### src/record_key_sorter_assert.svh
// Assertion macros for the record key sorter
`ifndef RECORD_KEY_SORTER_ASSERT_SVH
`define RECORD_KEY_SORTER_ASSERT_SVH

// Check outside reset only
`define RKS_ASSERT(label, prop, msg) \
	label: assert property (@(posedge clk) disable iff (!arst_n) prop) else $error(msg);

// Check at every edge, reset included
`define RKS_ASSERT_ALWAYS(label, prop, msg) \
	label: assert property (@(posedge clk) prop) else $error(msg);

`endif

### src/rks_pkg.sv
`default_nettype none

package rks_pkg;

	localparam int unsigned SORT_KEY_W = 64;
	localparam int unsigned REC_IDX_W  = 16;
	localparam int unsigned TDATA_W    = 80;

	// Per-cycle command broadcast to every cell
	typedef struct packed {
		logic insert;
		logic shift;
	} rks_cmd_t;

	// What a cell tells its right-hand neighbor about itself
	typedef struct packed {
		logic occ;
		logic gt;
	} rks_link_t;

endpackage

`default_nettype wire

### src/rks_cell.sv
`default_nettype none

module rks_cell
	import rks_pkg::*;
#(
	parameter int unsigned IDX   = 0,
	parameter int unsigned KEY_W = 64,
	parameter int unsigned CNT_W = 7
) (
	input  wire logic                 clk,
	input  wire rks_cmd_t             cmd,
	input  wire logic [KEY_W-1:0]     new_key,
	input  wire logic [REC_IDX_W-1:0] new_idx,
	input  wire logic [CNT_W-1:0]     cnt,
	input  wire rks_link_t            left_link,
	input  wire logic [KEY_W-1:0]     left_key,
	input  wire logic [REC_IDX_W-1:0] left_idx,
	input  wire logic [KEY_W-1:0]     right_key,
	input  wire logic [REC_IDX_W-1:0] right_idx,
	output rks_link_t                 link,
	output logic [KEY_W-1:0]          key,
	output logic [REC_IDX_W-1:0]      idx
);

	logic [KEY_W-1:0]     key_q;
	logic [REC_IDX_W-1:0] idx_q;
	logic                 occ;
	logic                 gt;
	logic                 take_left;
	logic                 take_new;

	assign occ = (CNT_W'(IDX) < cnt);
	assign gt  = occ && (key_q > new_key);

	// Left neighbor pushes its record in when it holds a greater key;
	// the first cell not holding a smaller-or-equal key takes the new one.
	assign take_left = left_link.gt;
	assign take_new  = !left_link.gt && left_link.occ && (gt || !occ);

	always_ff @(posedge clk) begin
		if (cmd.shift) begin
			key_q <= right_key;
			idx_q <= right_idx;
		end else if (cmd.insert && take_left) begin
			key_q <= left_key;
			idx_q <= left_idx;
		end else if (cmd.insert && take_new) begin
			key_q <= new_key;
			idx_q <= new_idx;
		end
	end

	assign link = '{occ: occ, gt: gt};
	assign key  = key_q;
	assign idx  = idx_q;

endmodule

`default_nettype wire

### config.mk
export PLATFORM = sky130hd
export DESIGN_NAME = rks_cell
export DESIGN_NICKNAME = d
export VERILOG_FILES = /design/src/record_key_sorter_assert.svh /design/src/rks_pkg.sv /design/src/rks_cell.sv
export SDC_FILE = /design/constraint.sdc
export NUM_CORES = 1
export LEC_CHECK = 0
export ABC_AREA = 1
export BUFFER_PORTS_ARGS = -buffer_cell sky130_fd_sc_hd__buf_2
export CAP_MARGIN = 20
export CORE_AREA = 3 3 127 129
export DETAILED_ROUTE_END_ITERATION = 8
export DIE_AREA = 0 0 130 132
export GPL_ROUTABILITY_DRIVEN = 0
export GPL_TIMING_DRIVEN = 0
export HOLD_SLACK_MARGIN = 0.02
export PLACE_DENSITY_LB_ADDON = 0.05
export SETUP_SLACK_MARGIN = 0.15
export SKIP_CTS_REPAIR_TIMING = 1
export SLEW_MARGIN = 10
export SYNTH_ARGS = -nofsm -noshare
export SYNTH_HDL_FRONTEND = slang
export SYNTH_SLANG_ARGS = --single-unit
### constraint.sdc
create_clock -name clk -period 5.55 [get_ports clk]
set_input_delay 0.2775 -clock clk [delete_from_list [all_inputs] [get_ports clk]]
set_output_delay 0.2775 -clock clk [all_outputs]
set_load 0.02 [all_outputs]
Yosys cells after proc, flatten, opt, wreduce, memory -nomap -nowiden
Index checks and enable logic that the tools add are counted.
{"block": "op_classes", "n_lt_le_gt_ge": 2, "n_reduce_logical": 9, "mux": 6}
{"cell": "2-to-1 mux 64 bit", "count": 3}
{"cell": "greater-than comparator 64 bit", "count": 1}
{"cell": "2-to-1 mux 16 bit", "count": 3}
{"cell": "less-than comparator 1 x 7 -> 1 bit (first input constant)", "count": 1}
{"cell": "logical AND 1 bit", "count": 5}
{"cell": "nonzero test 3 bit", "count": 1}
{"cell": "logical NOT 1 bit", "count": 2}
{"cell": "logical OR 1 bit", "count": 1}
{"block": "word_totals", "regBits": 80, "output_inout_bits": 82}

Depth between registers and ports, before layout
Gate-level depths: netlist of the first run.
{"block": "depth", "word_depth": 8, "depth_mapped": 19, "ltp_nobuf": 19}

Least setup slack after synthesis of the first run
Ideal clock, no wire load.
{"block": "synth_timing", "path_type": "reg-to-reg", "from": "register key_q[55] (netlist: key[55])", "to": "register idx_q[0] (netlist: idx[0]), enable pin", "setup_ns": 0.441, "setup_slack_ns": 1.831, "stages_incl_launch_ff": 12, "synth_period_minus_slack_ns": 3.719, "arrival_ns": 3.278, "required_ns": 5.109, "path_cell_list": "edfxtp_1 -> ha_1 -> nand2_2 -> nor4_2 -> nand2_1 -> nor2_2 -> nand2_1 -> nand2_1 -> nand2_1 -> nand2_1 -> nand2_1 -> nand2_1"}
{"block": "synth_via", "elab_chain_cells": 6}
{"item": "start: declaration", "line": "rks_cell.sv:25", "text": "logic [KEY_W-1:0] key_q;"}
{"item": "start signal: assignment", "line": "rks_cell.sv:42", "text": "key_q <= right_key;"}
{"item": "start signal: assignment", "line": "rks_cell.sv:45", "text": "key_q <= left_key;"}
{"item": "start signal: assignment", "line": "rks_cell.sv:48", "text": "key_q <= new_key;"}
{"item": "greater-than comparator 64 bit", "line": "rks_cell.sv:33", "text": "assign gt = occ && (key_q > new_key);"}
{"item": "logical AND 1 bit", "line": "rks_cell.sv:33"}
{"item": "logical OR 1 bit", "line": "rks_cell.sv:38", "text": "assign take_new = !left_link.gt && left_link.occ && (gt || !occ);"}
{"item": "logical AND 1 bit", "line": "rks_cell.sv:38"}
{"item": "logical AND 1 bit", "line": "rks_cell.sv:47", "text": "end else if (cmd.insert && take_new) begin"}
{"item": "nonzero test 3 bit (no source line)"}
{"item": "end signal: assignment", "line": "rks_cell.sv:43", "text": "idx_q <= right_idx;"}
{"item": "end signal: assignment", "line": "rks_cell.sv:46", "text": "idx_q <= left_idx;"}
{"item": "end signal: assignment", "line": "rks_cell.sv:49", "text": "idx_q <= new_idx;"}
{"item": "end: declaration", "line": "rks_cell.sv:26", "text": "logic [REC_IDX_W-1:0] idx_q;"}
Every way passes these cells.
A chain may end at the register's enable or synchronous reset.

Worst setup path after layout of the first run
{"block": "layout_timing", "from": "register key_q[47] (netlist: key[47])", "to": "register idx_q[1] (netlist: idx[1]), enable pin"}
Same word-level chain as after synthesis.

==> out/results.tsv, run 1 <==
stage	metric	value	unit
final_layout	NumNets Final	1384	
power	maximum vdd drop	0.1321	mV
place	half-perimeter wire length after placement	16.17	mm
sta	Fmax achieved	363.5	MHz
die	total core area	15150	sq um
synthesis	Post-synth top flop	edfxtp_1	
worst_hold_path	hold path startpoint	left_key[63]	
die	Die X	130	um
global_routing	antenna violations before repair	3	
critical_path	Worst Setup Path Type	flip-flop to flip-flop	
final_layout	fraction of layout cells with a size suffix above 1	34.48	%
routing	routed len/inst	15.92	um
clock_network	TritonCTS buffer count	9	
sta	skew final	0.007555	ns
critical_path	Worst Path Required	5.57	ns
clock_network	Worst-path clk slew	0.07	ns
routing	DR pass1 iterations	4	
critical_path	Worst Reg-to-Reg Cells	12	
sta	Pins Over Slew Limit	0	
worst_hold_path	Worst Hold Depth	3	
die	die area	17160	sq um
synthesis	Post-synth EDFFs	80	
synthesis	Post-Synthesis Cell Area	5712	sq um
clock_network	Root Buffer	clkbuf_16	
global_routing	gr ovfl total	0	
critical_path	worst path cell trace	ha_1 -> nand4_1 -> nor2_1 -> nand3b_1 -> nor2_2 -> nand2_1 -> nand2_1 -> nand2_1 -> nand2_1 -> nand2_1 -> nand2_4 -> buf_16	
flow_run	max cap viols	0	
critical_path	CP max-delay cell	edfxtp_1	
final_layout	Area growth, synth to finish	39.54	%
critical_path	RR Startpoint	key[47]	
die	I/O pin cnt	334	
worst_hold_path	worst hold endpoint	key[63]	
synthesis	Synth top cells by count	nand2_1 (224), nor2_1 (98), a31oi_1 (80), edfxtp_1 (80), inv_1 (74)	
power	Leakage	4.133	nW
synthesis	count leader, synth	nand2_1	
critical_path	CP Capture Type	flip-flop	
sta	final hold vios	0	
place	PortBufs	333	
critical_path	maximum net fanout on the critical path	52	
synthesis	synth top area cells	edfxtp_1 (42%), nand2_1 (15%), ha_1 (14%)	
clock_network	clk_lat worst skew	0.34	ns
sta	final period utilization	49.57	%
sta	measured slew at the worst slew-check pin	0.5544	ns
clock_network	clock sink count	80	
clock_network	Clock Path Buffers	2	
sta	Setup-failing EPs final	0	
global_routing	first-pass GRT wire length	30.30	mm
sta	RSZ-0062 raised after global routing	no	
final_layout	Layout fillers	1578	
critical_path	reg2reg end	idx[1]	
power	total chip power	1.959	mW
synthesis	Yosys top cell area share	42.06	%
final_layout	antenna cells	0	
sta	Fin Setup TNS	0	ns
sta	fin crit period	2.751	ns
clock_network	CTS H-Tree Depth	3	
status	status	finished clean	
global_routing	gr usage total	22.74	%
routing	final wirelength	20.07	mm
final_layout	Core Util, Final	52.62	%
routing	via/cell ratio	4.834	
power	cell area power density	245.8	nW/um^2
routing	Remaining DRCs	0	
sta	Worst slew margin	63.04	%
critical_path	reg2reg setup slack	2.80	ns
synthesis	syn avg cell area	7.900	sq um
critical_path	most used cell, CP	nand2_1	
synthesis	Seq/Total Area, Yosys	42.06	%
die	row count	45	
critical_path	CP arrival	2.77	ns
clock_network	CTS tree	built	
routing	Vias	6096	
place	placed cell area	7649	sq um
die	Initial Util	37.71	%
die	Die Ht	132	um
critical_path	Slowest Stage Delay on Critical Path	0.40	ns
synthesis	ys async rst share	0	%
synthesis	synthesized flop and latch total	80	
synthesis	YS warnings	0	
worst_hold_path	hold crit path type	input pin to flip-flop	
routing	post-route ant nets	0	
critical_path	critical path launch point type	flip-flop	
synthesis	post-synthesis cell count	723	
synthesis	Synth area leader	edfxtp_1	
synthesis	syn nets	1039	
global_routing	largest net degree at the start of global routing	53	
global_routing	vias in the first global route	5848	
synthesis	Distinct cells, synth	27	
routing	drt first-iter violations	299	
final_layout	cell area after layout	7970	sq um
layout by cell type (no fill, tap or decap), drive strengths merged, types with 3 or more instances in the layout:
master | Yosys | final
buf | 12 | 346
nand2 | 225 | 225
nor2 | 99 | 99
a31oi | 80 | 80
edfxtp | 80 | 80
inv | 80 | 80
ha | 64 | 64
clkbuf | 23 | 32
a21oi | 29 | 29
o21ai | 7 | 7
nand4 | 6 | 6
nand3 | 6 | 6
clkinv | 0 | 5
o21a | 3 | 3
nor3 | 3 | 3
per-stage QoR:
step,cells,setup WS [ns],hold WS (ns)
3_3_place_gp,1244,0.5781,0.6207
6_report,1261,2.799,0.2747
5_1_grt,1261,2.588,0.2727
3_5_place_dp,1245,2.765,0.6242
2_1_floorplan,723,1.831,0.5312
4_1_cts,1261,2.749,0.2578
routing by layer:
layer | share of wire (%) | vias to the layer above | global-route usage, %
met1 | 40 | 2698 | 27.47
li1 | - | 3131 | -
met3 | 8.4 | 35 | 6.037
met5 | 0.10 | - | 0
met4 | 2.7 | 4 | 8.199
met2 | 49 | 228 | 38.68
worst max path at each step:
stage | start | end | slack, ns | depth (start not counted)
finish | key[47] | idx[1] | 2.80 | 12
global route | key[55] | idx[1] | 2.59 | 12
CTS | key[47] | key[8] | 2.75 | 12
detailed placement | left_link[0] | idx[0] | 2.77 | 7
global placement | new_key[47] | key[47] | 0.58 | 12
floorplan | key[55] | idx[0] | 1.83 | 11
registers in the layout, summed over array words and instances (netlist names):
name / cells
key: 64
idx: 16
power breakdown:
group	leakage (nW)	internal [mW]	switching [mW]	total, mW
Combinational	3.18	0.213	0.320	0.533
Clock	0.159	0.395	0.263	0.658
Sequential	0.791	0.740	0.0284	0.768
Total	4.13	1.35	0.611	1.96
cells by family (layout without fill, tap and decap cells):
logic type                 Yosys count  count (layout)  share of synthesized area, %
and+or+nand+nor                    344             344                         23.64
AOI/OAI and AO/OA                  120             120                         12.44
buffers and inverters              115             465                         7.842
DFF                                 80              80                         42.06
adders and majority gates           64              64                         14.02
worst max-delay path: cells and delay by family, from the launching register on:
kind	cells	cell delay, ns
AND/OR/NAND/NOR	10	1.31
flip-flops	1	0.40
adder cells (fa/ha/maj)	1	0.33
buffers and inverters	1	0.33
layout make-up:
type / count / area (sq um) / share of cell area, %
buffer: 35 / 147.6 / 1.852
clock buffer: 9 / 225.2 / 2.826
clock inverter: 7 / 96.34 / 1.209
inverter: 80 / 300.3 / 3.768
multi-input combinational: 528 / 2869 / 36.00
sequential: 80 / 2402 / 30.14
tap: 188 / 235.2 / 2.951
timing repair buffer: 334 / 1694 / 21.26
Power figures use the tool's default switching activity.
==> inputs of run 2 (changes only) <==
- CORE_AREA: 3 3 127 129 -> 3 3 130 132
- DIE_AREA: 0 0 130 132 -> 0 0 133 135
- clock period: 5.55 -> 2.5 ns (I/O delays scaled with it)
==> run 2 against run 1 <==
Against the previous run: clock skew down 0.0013 ns; utilization shrank 0.31 points; sequential share of layout area shrank 1.1 points; largest power group unchanged; highest routed layer unchanged.
==> out/results.tsv, run 2 (synthesis results as in run 1) <==
stage	metric	value	unit
place	DP Cell Count	1272	
die	total core area	15830	sq um
final_layout	fraction of layout cells with a size suffix above 1	36.41	%
clock_network	CTS H-Tree Depth	3	
critical_path	CP Capture Type	output pin	
sta	measured slew at the worst slew-check pin	1.045	ns
final_layout	commonest non-fill, non-tap cell in the layout	buf_2	
clock_network	Root Buffer	clkbuf_16	
routing	via/cell ratio	4.727	
power	maximum vdd drop	0.3737	mV
clock_network	TritonCTS buffer count	9	
place	placed cell area	7680	sq um
flow_run	max cap viols	0	
critical_path	Worst Setup Path Type	flip-flop to output pin	
sta	fin crit period	2.410	ns
routing	Remaining DRCs	0	
critical_path	Slowest Stage Delay on Critical Path	0.42	ns
sta	worst hold slack	0.1208	ns
clock_network	Clock Path Buffers	2	
worst_hold_path	hold crit path type	input pin to flip-flop	
die	Die X	133	um
global_routing	gr usage total	21.74	%
final_layout	max reg flops	64	
final_layout	NumNets Final	1396	
global_routing	first-pass GRT wire length	30.50	mm
final_layout	fin cells	1302	
sta	Fmax achieved	415.0	MHz
sta	Setup-failing EPs final	0	
critical_path	reg2reg setup slack	0.10	ns
global_routing	antenna violations before repair	3	
final_layout	Layout fillers	1632	
global_routing	gr ovfl total	0	
critical_path	CP arrival	2.28	ns
routing	Vias	6155	
place	half-perimeter wire length after placement	15.94	mm
die	I/O pin cnt	334	
sta	Final WS setup	0.09024	ns
critical_path	Worst Path Required	2.38	ns
sta	Pins Over Slew Limit	0	
clock_network	CTS tree	built	
global_routing	vias in the first global route	6076	
sta	final hold vios	0	
status	status	finished clean	
critical_path	maximum net fanout on the critical path	2	
die	row count	46	
clock_network	Worst-path clk slew	0.07	ns
power	Leakage	4.188	nW
place	dpl ws	-0.2524	ns
die	Initial Util	36.09	%
routing	final wirelength	21.21	mm
critical_path	critical path launch point type	flip-flop	
routing	post-route ant nets	0	
power	cell area power density	534.5	nW/um^2
sta	final period utilization	96.39	%
sta	RSZ-0062 raised after global routing	yes	
critical_path	worst path cell trace	ha_4 -> nand2_1 -> nor4_2 -> nand2_1 -> nor2_2 -> buf_4 -> nand4_1 -> nand2_2 -> nor2_2 -> buf_4 -> buf_6	
die	die area	17960	sq um
final_layout	Area growth, synth to finish	44.95	%
routing	routed len/inst	16.29	um
clock_network	clk_lat worst skew	0.34	ns
routing	DR pass1 iterations	4	
sta	Worst slew margin	30.18	%
sta	skew final	0.006295	ns
global_routing	largest net degree at the start of global routing	81	
routing	drt first-iter violations	237	
die	Die Ht	135	um
final_layout	cell area after layout	8279	sq um
critical_path	CP max-delay cell	edfxtp_1	
clock_network	clock sink count	80	
final_layout	commonest cells after routing, fill and taps aside	buf_2 (339), nand2_1 (218), nor2_1 (94)	
place	PortBufs	333	
run 2: changes by cell type in the layout (fill, tap and decap cells not counted), sizes merged:
cell,before,now
nand2,225,235
clkinv,5,2
clkinvlp,0,3
buf,346,348
diode,0,1
run 2: layer usage:
| metal | GRT usage (%) | part of all wire, % | vias to the layer above |
|---|---|---|---|
| met2 | 38.83 | 50 | 214 |
| met3 | 5.738 | 7.5 | 28 |
| met4 | 7.390 | 2.0 | 4 |
| met5 | 0 | 0.099 | - |
| met1 | 25.28 | 41 | 2740 |
| li1 | - | - | 3169 |
run 2: per-stage QoR:
step / util, % / setup TNS (ns) / power, mW
2_1_floorplan: - / 0 / 2.409
3_3_place_gp: 48.52 / -18.18 / 2.921
3_5_place_dp: 48.52 / -19.84 / 2.923
4_1_cts: 50.55 / -20.47 / 4.399
5_1_grt: 52.31 / -3.455 / 4.679
6_report: 52.31 / 0 / 4.425
run 2: layout make-up:
class                           count  area, sq um  share of cell area [%]
Sequential cell                    80         2402                   29.02
Clock buffer                        9        225.2                   2.720
Inverter                           80        300.3                   3.627
Antenna cell                        1        2.502                 0.03023
Timing Repair Buffer              336         1695                   20.48
Tap cell                          216        270.3                   3.264
Multi-Input combinational cell    538         3139                   37.92
Clock inverter                      7        96.34                   1.164
Buffer                             35        147.6                   1.783
run 2: worst paths after layout:
| check | startpoint | end | cells past startpoint |
|---|---|---|---|
| max | key[53] | link[0] | 11 |
| min | right_key[31] | key[31] | 3 |
| max reg2reg | key[53] | key[3] | 11 |
| min reg2reg | key[6] | key[42] | 8 |
run 2: critical path, delay by kind of cell (launching register included):
kind | cells | cell delay (ns)
DFF | 1 | 0.42
and+or+nand+nor | 7 | 0.84
adders and majority gates | 1 | 0.29
buffers and inverters | 3 | 0.38
run 2: where the power goes:
group          internal [mW]  switching (mW)  total, mW
clock                  0.875           0.590       1.47
combinational          0.498           0.756       1.25
sequential              1.64          0.0631       1.71
total                   3.02            1.41       4.43
==> inputs of run 3 (changes only) <==
- CTS_BUF_LIST: not set -> sky130_fd_sc_hd__clkbuf_4 sky130_fd_sc_hd__clkbuf_8
==> run 3 against run 2 <==
Against the previous run: clock-buffer cell count unchanged; final cell count is the same; clock skew up 0.0031 ns; via count fell by 0.32%; critical path type is now flip-flop to flip-flop.
==> out/results.tsv, run 3 (synthesis results as in run 1) <==
stage	metric	value	unit
clock_network	CTS H-Tree Depth	3	
critical_path	Worst Reg-to-Reg Cells	13	
sta	Worst slew margin	19.93	%
power	sequential share of power	41.8	%
clock_network	Clock Path Buffers	2	
sta	final hold vios	0	
die	Die X	133	um
sta	fin crit period	2.442	ns
power	Switching Share	33.70	%
clock_network	clock sink count	80	
die	total core area	15830	sq um
place	DP Cell Count	1272	
power	Clk pwr share	27.4	%
place	placed cell area	7680	sq um
sta	final period utilization	97.68	%
final_layout	fraction of layout cells with a size suffix above 1	36.50	%
routing	Remaining DRCs	0	
routing	DR pass1 iterations	4	
sta	worst hold slack	0.08862	ns
sta	Setup-failing EPs final	0	
critical_path	Worst Path Required	2.58	ns
worst_hold_path	worst hold endpoint	idx[1]	
final_layout	Layout fillers	1644	
power	maximum vdd drop	0.3206	mV
global_routing	gr usage total	21.86	%
power	sw power	1.373	mW
critical_path	reg2reg setup slack	0.06	ns
place	half-perimeter wire length after placement	15.94	mm
critical_path	CP Capture Type	flip-flop	
clock_network	clk_lat worst skew	0.38	ns
clock_network	Worst-path clk slew	0.10	ns
power	cell area power density	497.9	nW/um^2
critical_path	critical path launch point type	flip-flop	
routing	final wirelength	21.30	mm
routing	drt first-iter violations	198	
critical_path	CP arrival	2.53	ns
die	I/O pin cnt	334	
sta	skew final	0.009430	ns
power	Leakage	4.142	nW
critical_path	RR Startpoint	key[11]	
power	total chip power	4.075	mW
routing	post-route ant nets	0	
sta	Final WS setup	0.05788	ns
routing	via/cell ratio	4.712	
sta	Pins Over Slew Limit	0	
global_routing	antenna violations before repair	3	
place	PortBufs	333	
routing	Vias	6135	
worst_hold_path	hold path startpoint	right_idx[1]	
global_routing	largest net degree at the start of global routing	81	
worst_hold_path	hold crit path type	input pin to flip-flop	
clock_network	CTS tree	built	
die	Die Ht	135	um
global_routing	vias in the first global route	6097	
final_layout	commonest cells after routing, fill and taps aside	buf_2 (339), nand2_1 (217), nor2_1 (94)	
die	Initial Util	36.09	%
routing	routed len/inst	16.36	um
critical_path	Worst Setup Path Type	flip-flop to flip-flop	
sta	Fin Setup TNS	0	ns
final_layout	commonest non-fill, non-tap cell in the layout	buf_2	
critical_path	reg2reg end	key[20]	
power	Comb power frac	30.8	%
worst_hold_path	Worst Hold Depth	3	
die	row count	46	
global_routing	gr ovfl total	0	
flow_run	max cap viols	0	
final_layout	fin cells	1302	
final_layout	Area growth, synth to finish	43.29	%
power	Pint	2.702	mW
die	die area	17960	sq um
final_layout	max reg flops	64	
critical_path	maximum net fanout on the critical path	10	
sta	Fmax achieved	409.5	MHz
clock_network	TritonCTS buffer count	9	
place	dpl ws	-0.2524	ns
final_layout	Core Util, Final	51.71	%
status	status	finished clean	
final_layout	NumNets Final	1396	
clock_network	Root Buffer	clkbuf_8	
final_layout	cell area after layout	8184	sq um
sta	RSZ-0062 raised after global routing	yes	
sta	measured slew at the worst slew-check pin	1.198	ns
global_routing	first-pass GRT wire length	30.58	mm
[run 3: changes by cell type in the layout (fill, tap and decap cells not counted), sizes merged]
cell and change:
buf -1, nand2 +1
[run 3: critical path, stage by stage (launching register included)]
cell and delay (ns):
edfxtp_1 0.46, ha_4 0.31, nand4_1 0.12, nor3_2 0.24, nand2_1 0.11, nand2_2 0.08, nand2_1 0.05, nand2_1 0.07
nand2_2 0.05, nand2_2 0.06, nand2_2 0.06, nand2_2 0.15, nand2_8 0.18, nand2_8 0.19
[run 3: area by class of cell]
type / instances / area (sq um) / area share [%]
Buffer: 35 / 147.6 / 1.804
Timing Repair Buffer: 335 / 1688 / 20.62
Inverter: 80 / 300.3 / 3.669
Clock inverter: 7 / 96.34 / 1.177
Multi-Input combinational cell: 539 / 3153 / 38.53
Sequential cell: 80 / 2402 / 29.35
Tap cell: 216 / 270.3 / 3.302
Clock buffer: 9 / 123.9 / 1.514
Antenna cell: 1 / 2.502 / 0.03058
[run 3: power by group through the flow]
stage                     sequential [mW]  clock [mW]  combinational (mW)
after global routing                 1.72        1.20                1.41
after floorplan                      1.89           0               0.518
after global placement               1.73           0                1.19
after detailed placement             1.73           0                1.19
after CTS                            1.70        1.15                1.20
final                                1.70        1.12                1.25
[run 3: layer usage]
metal	vias up	track usage, %	share of wire [%]
met5	-	0	0.12
met4	4	7.737	2.0
met3	29	5.887	7.6
met2	224	38.94	51
met1	2710	25.31	40
li1	3168	-	-
[run 3: how the worst max path moves through the flow]
stage,from,end,slack [ns],depth (start not counted)
4_1_cts,key[47],key[42],-0.27,11
2_1_floorplan,key[55],idx[0],0.16,11
5_1_grt,key[11],link[0],-0.1,13
3_3_place_gp,key[47],key[47],-0.23,11
6_report,key[11],key[20],0.06,13
3_5_place_dp,key[47],key[27],-0.25,11
